--- src/design/open_addressing_id_set_assert.svh ---
// Assertion macros for the id set block
`ifndef OPEN_ADDRESSING_ID_SET_ASSERT_SVH
`define OPEN_ADDRESSING_ID_SET_ASSERT_SVH
// Implication checked on every clock edge outside reset
`define OAIS_ASSERT_IMP(label, ante, cons, msg) \
    label: assert property (@(posedge clk) disable iff (!rst_n) (ante) |-> (cons)) \
        else $error(msg);
// Next-cycle implication
`define OAIS_ASSERT_NEXT(label, ante, cons, msg) \
    label: assert property (@(posedge clk) disable iff (!rst_n) (ante) |=> (cons)) \
        else $error(msg);
`endif

--- src/design/oais_pkg.sv ---
`timescale 1ns / 1ps
// ----------------------------------------------------------------------------
// oais_pkg
// Shared constants and codes for the open addressing id set.
// ----------------------------------------------------------------------------
package oais_pkg;
    localparam logic [31:0] HASH_MULT = 32'd2654435761;
    localparam logic [31:0] INVALID_ID = 32'hFFFF_FFFF;

    localparam logic [1:0] FUNC_INSERT  = 2'd0;
    localparam logic [1:0] FUNC_DELETE  = 2'd1;
    localparam logic [1:0] FUNC_LIST    = 2'd2;
    localparam logic [1:0] FUNC_UNKNOWN = 2'd3;

    localparam logic [2:0] ST_INSERTED = 3'd0;
    localparam logic [2:0] ST_PRESENT  = 3'd1;
    localparam logic [2:0] ST_REMOVED  = 3'd2;
    localparam logic [2:0] ST_ABSENT   = 3'd3;
    localparam logic [2:0] ST_FULL     = 3'd4;
    localparam logic [2:0] ST_INVALID  = 3'd5;
    localparam logic [2:0] ST_MEMBER   = 3'd6;
    localparam logic [2:0] ST_EMPTY    = 3'd7;
endpackage

--- src/design/oais_ram.sv ---
`timescale 1ns / 1ps
// ----------------------------------------------------------------------------
// oais_ram
// Generic single-port RAM with registered read data.
// ----------------------------------------------------------------------------
module oais_ram #(
    parameter int WIDTH = 32,
    parameter int DEPTH = 64
) (
    input  logic                     clk,
    input  logic                     we,
    input  logic [$clog2(DEPTH)-1:0] addr,
    input  logic [WIDTH-1:0]         wdata,
    output logic [WIDTH-1:0]         rdata
);
    logic [WIDTH-1:0] mem [DEPTH];

    always_ff @(posedge clk)
    begin
        if (we)
        begin
            mem[addr] <= wdata;
        end
        rdata <= mem[addr];
    end
endmodule

--- src/design/oais_hash.sv ---
`timescale 1ns / 1ps
// ----------------------------------------------------------------------------
// oais_hash
// Registered multiplicative hash: home slot of a stored key.
// ----------------------------------------------------------------------------
module oais_hash #(
    parameter int AW = 6
) (
    input  logic          clk,
    input  logic [31:0]   key,
    output logic [AW-1:0] slot
);
    logic [31:0] prod;

    assign prod = key * oais_pkg::HASH_MULT;

    always_ff @(posedge clk)
    begin
        slot <= prod[AW-1:0];
    end
endmodule

--- src/design/open_addressing_id_set.sv ---
`timescale 1ns / 1ps
// After accept, insert hashes, then reads and checks each probed slot and writes if it
// inserts; delete does the same without a write; invalid id and empty list answer next
// cycle. An insert at half occupancy first rehashes each live key into the shadow RAM
// and copies it back. List reads and checks each slot scanned and waits at each output.
// One request at a time; the probe loop through the single-port key RAM sets the rate.
// Reset (rst_n low, asynchronous) empties the set at once through per-slot valid bits.
// ----------------------------------------------------------------------------
// open_addressing_id_set
// Set of 32-bit ids in a linear-probing hash table with tombstones.
// ----------------------------------------------------------------------------
module open_addressing_id_set #(
    parameter int CAPACITY = 64
) (
    input  logic        clk,
    input  logic        rst_n,
    input  logic        s_tvalid,
    output logic        s_tready,
    input  logic [39:0] s_tdata,   // func[1:0], entity_id[33:2], zero pad
    output logic        m_tvalid,
    input  logic        m_tready,
    output logic [47:0] m_tdata,   // status[2:0], member_id[34:3], live_count[41:35], pad
    output logic        m_tlast
);
    localparam int AW = $clog2(CAPACITY);
    localparam int CW = $clog2(CAPACITY + 1);
    localparam logic [CW-1:0] HALF = CW'(CAPACITY / 2);

    typedef enum logic [13:0] {
        S_IDLE   = 14'b00000000000001,
        S_HASH   = 14'b00000000000010,
        S_RD     = 14'b00000000000100,
        S_CHK    = 14'b00000000001000,
        S_WR     = 14'b00000000010000,
        S_OUT    = 14'b00000000100000,
        S_LRD    = 14'b00000001000000,
        S_LCHK   = 14'b00000010000000,
        S_CSCAN  = 14'b00000100000000,
        S_CCHK   = 14'b00001000000000,
        S_CHASH  = 14'b00010000000000,
        S_CPRB   = 14'b00100000000000,
        S_CPCHK  = 14'b01000000000000,
        S_CCOPY  = 14'b10000000000000
    } state_t;

    state_t state_reg, state_next;

    logic [1:0]  func_reg;
    logic [31:0] key_reg;            // stored key = id + 1
    logic [AW-1:0] j_reg;            // probe slot
    logic [CW-1:0] n_reg;            // probe count
    logic [AW:0]   i_reg;            // scan index
    logic [AW-1:0] hole_reg;
    logic          hole_ok_reg;
    logic [CW-1:0] live_reg, occ_reg;
    logic [CW-1:0] seen_reg;
    logic [CAPACITY-1:0] valid_reg, tomb_reg, sh_valid_reg;
    logic [2:0]  st_reg;
    logic [31:0] mem_out_reg;
    logic        last_reg;
    logic        cp_phase_reg;       // copy: 0 read shadow, 1 write main

    // main key RAM and shadow RAM
    logic          k_we, s_we;
    logic [AW-1:0] k_addr, s_addr;
    logic [31:0]   k_wdata, k_rdata, s_wdata, s_rdata;
    logic [AW-1:0] home;
    logic [31:0]   hash_in;

    oais_ram #(.WIDTH(32), .DEPTH(CAPACITY)) u_keys (
        .clk(clk), .we(k_we), .addr(k_addr), .wdata(k_wdata), .rdata(k_rdata));
    oais_ram #(.WIDTH(32), .DEPTH(CAPACITY)) u_shadow (
        .clk(clk), .we(s_we), .addr(s_addr), .wdata(s_wdata), .rdata(s_rdata));
    oais_hash #(.AW(AW)) u_hash (.clk(clk), .key(hash_in), .slot(home));

    logic [AW-1:0] i_lo;
    logic          in_ok, m_ok;
    logic [31:0]   in_id;
    logic          slot_v, slot_t, live_hit;
    assign i_lo   = i_reg[AW-1:0];
    assign in_ok  = s_tvalid && s_tready;
    assign m_ok   = m_tvalid && m_tready;
    assign in_id  = s_tdata[33:2];
    assign slot_v = valid_reg[j_reg];
    assign slot_t = tomb_reg[j_reg];
    assign live_hit = slot_v && !slot_t && (k_rdata == key_reg);

    assign s_tready = (state_reg == S_IDLE);
    assign m_tvalid = (state_reg == S_OUT);
    assign m_tlast  = last_reg;
    assign m_tdata  = {6'd0, 7'(live_reg), mem_out_reg, st_reg};
    // hash in the preceding state so home is ready when the slot is loaded
    assign hash_in  = (state_reg == S_CCHK) ? k_rdata
                    : (state_reg == S_IDLE) ? in_id + 32'd1 : key_reg;

    always_comb
    begin
        k_we = 1'b0; k_addr = j_reg; k_wdata = key_reg;
        s_we = 1'b0; s_addr = j_reg; s_wdata = mem_out_reg;
        case (state_reg)
            S_WR:    k_we = 1'b1;
            S_LRD, S_CSCAN: k_addr = i_lo;
            S_CPRB:  s_addr = j_reg;
            S_CPCHK: s_we = !sh_valid_reg[j_reg];
            S_CCOPY:
            begin
                s_addr = i_lo; k_addr = i_lo; k_wdata = s_rdata;
                k_we = cp_phase_reg && sh_valid_reg[i_lo];
            end
            default: ;
        endcase
    end

    always_comb
    begin
        state_next = state_reg;
        case (state_reg)
            S_IDLE:
                if (in_ok)
                begin
                    if (s_tdata[1:0] == oais_pkg::FUNC_LIST)
                        state_next = (live_reg == '0) ? S_OUT : S_LRD;
                    else if (s_tdata[1:0] == oais_pkg::FUNC_UNKNOWN)
                        state_next = S_IDLE;
                    else if (in_id == oais_pkg::INVALID_ID)
                        state_next = S_OUT;
                    else if (s_tdata[1:0] == oais_pkg::FUNC_INSERT && occ_reg >= HALF)
                        state_next = S_CSCAN;
                    else
                        state_next = S_HASH;
                end
            S_HASH:  state_next = S_RD;
            S_RD:    state_next = S_CHK;
            S_CHK:
                if (n_reg < CW'(CAPACITY) && slot_v)
                begin
                    if (live_hit) state_next = S_OUT;
                    else state_next = S_RD;
                end
                else if (func_reg == oais_pkg::FUNC_DELETE) state_next = S_OUT;
                else if (live_reg >= HALF) state_next = S_OUT;
                else if (!hole_ok_reg && slot_v) state_next = S_OUT;
                else state_next = S_WR;
            S_WR:    state_next = S_OUT;
            S_OUT:
                if (m_ok)
                    state_next = (func_reg == oais_pkg::FUNC_LIST && !last_reg)
                                 ? S_LRD : S_IDLE;
            S_LRD:   state_next = S_LCHK;
            S_LCHK:
                if (valid_reg[i_lo] && !tomb_reg[i_lo]) state_next = S_OUT;
                else state_next = S_LRD;
            S_CSCAN: state_next = S_CCHK;
            S_CCHK:
                if (i_reg == (AW+1)'(CAPACITY)) state_next = S_CCOPY;
                else if (valid_reg[i_lo] && !tomb_reg[i_lo]) state_next = S_CHASH;
                else state_next = S_CSCAN;
            S_CHASH: state_next = S_CPRB;
            S_CPRB:  state_next = S_CPCHK;
            S_CPCHK:
                if (!sh_valid_reg[j_reg] || n_reg >= CW'(CAPACITY - 1))
                    state_next = S_CSCAN;
                else
                    state_next = S_CPRB;
            S_CCOPY:
                if (cp_phase_reg && i_reg == (AW+1)'(CAPACITY - 1)) state_next = S_HASH;
            default: state_next = S_IDLE;
        endcase
    end

    always_ff @(posedge clk or negedge rst_n)
    begin
        if (!rst_n)
        begin
            state_reg <= S_IDLE;
            valid_reg <= '0;
            tomb_reg <= '0;
            sh_valid_reg <= '0;
            live_reg <= '0;
            occ_reg <= '0;
            cp_phase_reg <= 1'b0;
            last_reg <= 1'b0;
        end
        else
        begin
            state_reg <= state_next;
            case (state_reg)
                S_IDLE:
                    if (in_ok)
                    begin
                        func_reg <= s_tdata[1:0];
                        key_reg <= in_id + 32'd1;
                        hole_ok_reg <= 1'b0;
                        mem_out_reg <= '0;
                        last_reg <= 1'b1;
                        i_reg <= '0;
                        seen_reg <= '0;
                        sh_valid_reg <= '0;
                        cp_phase_reg <= 1'b0;
                        st_reg <= (s_tdata[1:0] == oais_pkg::FUNC_LIST)
                                  ? oais_pkg::ST_EMPTY : oais_pkg::ST_INVALID;
                    end
                S_HASH:
                begin
                    j_reg <= home;
                    n_reg <= '0;
                end
                S_CHK:
                    if (n_reg < CW'(CAPACITY) && slot_v)
                    begin
                        if (live_hit)
                        begin
                            if (func_reg == oais_pkg::FUNC_DELETE)
                            begin
                                tomb_reg[j_reg] <= 1'b1;
                                live_reg <= live_reg - 1'b1;
                                st_reg <= oais_pkg::ST_REMOVED;
                            end
                            else
                                st_reg <= oais_pkg::ST_PRESENT;
                        end
                        else
                        begin
                            if (slot_t && !hole_ok_reg)
                            begin
                                hole_reg <= j_reg;
                                hole_ok_reg <= 1'b1;
                            end
                            j_reg <= j_reg + 1'b1;
                            n_reg <= n_reg + 1'b1;
                        end
                    end
                    else if (func_reg == oais_pkg::FUNC_DELETE)
                        st_reg <= oais_pkg::ST_ABSENT;
                    else if (live_reg >= HALF || (!hole_ok_reg && slot_v))
                        st_reg <= oais_pkg::ST_FULL;
                    else
                    begin
                        if (hole_ok_reg) j_reg <= hole_reg;
                        else occ_reg <= occ_reg + 1'b1;
                        live_reg <= live_reg + 1'b1;
                        st_reg <= oais_pkg::ST_INSERTED;
                    end
                S_WR:
                begin
                    valid_reg[j_reg] <= 1'b1;
                    tomb_reg[j_reg] <= 1'b0;
                end
                S_LCHK:
                begin
                    i_reg <= i_reg + 1'b1;
                    if (valid_reg[i_lo] && !tomb_reg[i_lo])
                    begin
                        seen_reg <= seen_reg + 1'b1;
                        st_reg <= oais_pkg::ST_MEMBER;
                        mem_out_reg <= k_rdata - 32'd1;
                        last_reg <= (seen_reg + 1'b1 == live_reg);
                    end
                end
                S_CCHK:
                    if (i_reg != (AW+1)'(CAPACITY))
                    begin
                        mem_out_reg <= k_rdata;
                        i_reg <= i_reg + 1'b1;
                    end
                    else
                        i_reg <= '0;
                S_CHASH:
                begin
                    j_reg <= home;
                    n_reg <= '0;
                end
                S_CPCHK:
                    if (!sh_valid_reg[j_reg])
                        sh_valid_reg[j_reg] <= 1'b1;
                    else
                    begin
                        j_reg <= j_reg + 1'b1;
                        n_reg <= n_reg + 1'b1;
                    end
                S_CCOPY:
                begin
                    cp_phase_reg <= !cp_phase_reg;
                    if (cp_phase_reg)
                    begin
                        valid_reg[i_lo] <= sh_valid_reg[i_lo];
                        tomb_reg[i_lo] <= 1'b0;
                        i_reg <= i_reg + 1'b1;
                        if (i_reg == (AW+1)'(CAPACITY - 1))
                        begin
                            occ_reg <= live_reg;
                            mem_out_reg <= '0;
                        end
                    end
                end
                default: ;
            endcase
        end
    end

    `include "open_addressing_id_set_assert.svh"

    `OAIS_ASSERT_IMP(a_live_le_occ, 1'b1, live_reg <= occ_reg, "live exceeds occupied")
    `OAIS_ASSERT_IMP(a_occ_bound, 1'b1, occ_reg <= HALF, "occupied beyond half")
    `OAIS_ASSERT_NEXT(a_busy_after_accept, in_ok && s_tdata[1:0] != oais_pkg::FUNC_UNKNOWN,
                      !s_tready, "ready while busy")
    `OAIS_ASSERT_IMP(a_member_nonzero, m_tvalid && st_reg != oais_pkg::ST_MEMBER,
                     mem_out_reg == '0, "member id set on non-member status")
endmodule

--- config.mk ---
export PLATFORM = sky130hd
export DESIGN_NAME = open_addressing_id_set
export DESIGN_NICKNAME = d
export VERILOG_FILES = /design/src/design/oais_pkg.sv /design/src/design/oais_ram.sv /design/src/design/oais_hash.sv /design/src/design/open_addressing_id_set.sv
export VERILOG_INCLUDE_DIRS = /design/src /design/src/design
export SDC_FILE = /design/constraint.sdc
export NUM_CORES = 2
export LEC_CHECK = 0
export ABC_CLOCK_PERIOD_IN_PS = 6200
export BUFFER_PORTS_ARGS = -buffer_cell sky130_fd_sc_hd__buf_2
export CAP_MARGIN = 5
export CELL_PAD_IN_SITES_DETAIL_PLACEMENT = 0
export CELL_PAD_IN_SITES_GLOBAL_PLACEMENT = 1
export CORE_ASPECT_RATIO = 1.25
export CORE_MARGIN = 3
export CORE_UTILIZATION = 42
export DETAILED_ROUTE_END_ITERATION = 16
export PLACE_DENSITY = 0.63
export SYNTH_ARGS = -nofsm -noshare
export SYNTH_HDL_FRONTEND = slang
export SYNTH_HIERARCHICAL = 1
export SYNTH_SLANG_ARGS = --single-unit
--- constraint.sdc ---
create_clock -name clk -period 6.2 [get_ports clk]
set_input_delay 0.93 -clock clk [delete_from_list [all_inputs] [get_ports clk]]
set_output_delay 0.93 -clock clk [all_outputs]
set_load 0.02 [all_outputs]
==> summary.txt <==
Run status
  – Outcome: completed

STA
  – Max-slew violations: 0
  – Final worst path period share: 0.962
  – Crit path time final: 5.97 ns
  – WHS: 0.228 ns
  – Slew HR: 0.131
  – Fmax: 168 MHz
  – Final Hold Viols: 0
  – Measured slew at the worst slew-check pin: 1.30 ns
  – Final Skew: 0.139 ns
  – RSZ-0062 raised after global routing: no
  – Final setup viols: 0

Synth
  – Gate Count Post-Synth: 11.0k
  – Syn. warnings: 6
  – Syn avg cell area: 16.3 um2
  – Syn Std Cell Area: 179000 um2

Power and ir drop
  – Pleak: 68.1 nW
  – VDD IR max: 0.252 mV
  – Final Power: 69.9 mW
  – Pwr dens: 337 nW/um2

Detailed routing
  – Detail Route Antenna Nets: 0
  – DRT met1 WL: 221 mm
  – Routed WL per cell: 33.9 um
  – TritonRoute pass-1 iters: 9
  – DRT iter0 DRCs: 13.1k
  – Via count: 109k
  – Met3 WL post-DR: 40.7 mm
  – Number of remaining DRC errors: 0
  – Max Used Layer: met5
  – Met2 WL: 300 mm
  – Vias/cell: 6.21
  – Routed Wire Length: 598 mm

GRT
  – Initial antenna violation count: 32
  – Largest net degree at the start of global routing: 145
  – Total gr overflow: 0
  – GRT Util Overall: 0.269
  – Vias in the first global route: 108k
  – Global-route wire length before repair: 834 mm

Critical path
  – Stages on the worst setup path: 15
  – Reg2reg end: u_shadow/rdata[8]$_DFF_P_
  – Critical Path AT: 6.72 ns
  – Worst R2R Start: state_reg[7]$_DFFE_PN0P_
  – Peak per-stage delay on the critical path: 0.74 ns
  – Worst setup path startpoint: state_reg[7]$_DFFE_PN0P_
  – Critical path required time: 6.96 ns
  – Worst path buffer plus inverter count: 4
  – CP Class: flop to flop
  – Crit path capture type: flop
  – Crit start category: flop
  – Reg2Reg Setup Slack: 0.23 ns
  – Peak fanout along the critical path: 107
  – Crit-path cells: nor4_2, nand4_1, nor3b_4, buf_12, nand2_1, o21ai_4, buf_12, buf_4, nand2b_1, nor2_1, buf_4, a22oi_1, a21oi_1, a21oi_1, nand3_1
  – Slowest-stage cell, CP: a21oi_1
  – Worst path top cell family by delay: simple AND/OR/NAND/NOR gates
  – CP endpoint: u_shadow/rdata[8]$_DFF_P_
  – Path depth of the worst reg2reg path: 15

Clocking
  – CTS root buf: clkbuf_16
  – Clk sinks: 4491
  – Clock Pin Slew Worst Setup and Hold Paths: 0.06 ns
  – CTS Buf Count: 437
  – Clock insertion delay at the later pin of the skew report: 1.05 ns
  – H-tree levels: 5
  – CTS Buffer Depth: 4
  – CTS tree: done
  – # Post-CTS Setup Buffers: 0

Place
  – Gpl congestion: 0.940
  – Post-DP HPWL: 388 mm
  – Port buffer count: 82

Floorplan
  – DIE AREA: 433000 um2
  – I/O pin total: 95
  – Core area: 423000 um2
  – Die boundary width: 589 um
  – Row Count: 267
  – Height of the die: 735 um
  – Initial Utilization: 0.422

Final layout
  – Layout overhead on the synthesized area: 16.0%
  – Fraction of layout cells with a size suffix above 1: 0.191
  – Top flop regs: u_keys/mem (2048), u_shadow/mem (2048)
  – Final nets: 11.6k

Run
  – Max-Cap Viols: 0

Min path
  – HP Class: input pin to flop
==> worst min path at each step <==
stage | slack, ns | cells past startpoint | to | from
finish | 0.23 | 1 | func_reg[1]$_DFFE_PP_ | s_tdata[1]
global route | 0.18 | 1 | func_reg[1]$_DFFE_PP_ | s_tdata[1]
CTS | 0.14 | 1 | func_reg[1]$_DFFE_PP_ | s_tdata[1]
detailed placement | 0.49 | 2 | sh_valid_reg[27]$_DFFE_PN0P_ | sh_valid_reg[27]$_DFFE_PN0P_
global placement | 0.48 | 2 | sh_valid_reg[29]$_DFFE_PN0P_ | sh_valid_reg[29]$_DFFE_PN0P_
floorplan | 0.42 | 0 | hole_reg[2]$_DFFE_PP_ | j_reg[2]$_DFFE_PP_
==> layout by cell type (no fill, tap or decap), types with 125 or more instances in the layout <==
cell and n:
nand2_1 489, and3_1 125, buf_12 216, nor2_1 399, buf_4 663, a22oi_1 529
o21ai_0 366, nor2_4 134, o22ai_1 246, nand3_1 129, edfxtp_1 4199, a221oi_1 501
clkbuf_16 443, mux4_2 168, a21oi_1 418, mux2i_1 490, mux2_2 269, dfrtp_1 221
==> per-layer routing <==
layer	global-route usage	vias to the layer above
met5	0	-
met4	0.140	12
met3	0.0342	1107
met2	0.461	5067
met1	0.333	57305
li1	-	46006
==> timing repair <==
item	CTS	global route
endpoints found under the setup margin	1	2
gates resized for setup	1	2
hold buffers	1	0
hold endpoints to repair	77	0
==> power breakdown <==
part           internal [mW]  switching [mW]  leakage, nW
Combinational           1.98            6.13         19.8
Clock                   14.7            11.6         6.82
Sequential              35.0           0.555         41.5
Total                   51.7            18.2         68.1
==> stage by stage <==
stage	utilization	TNS, ns	setup slack [ns]	instance area [um2]	std cells
floorplan	-	0	0.323	179000	10995
global placement	0.456	-0.0653	-0.0653	193000	16781
detailed placement	0.456	-0.0444	-0.0444	193000	16782
CTS	0.489	0	0.145	207000	17594
global route	0.490	0	0.0203	207000	17623
finish	0.490	0	0.233	207000	17637
==> area by class of cell <==
cell class / instances / area (um2)
Antenna cell: 43 / 108
Clock buffer: 559 / 11700
Clock inverter: 252 / 2340
Fill cell: 35286 / 216000
Inverter: 30 / 123
Multi-Input combinational cell: 5651 / 43200
Sequential cell: 4491 / 133000
Tap cell: 5649 / 7070
Timing Repair Buffer: 962 / 9730
Power figures use the tool's default switching activity.
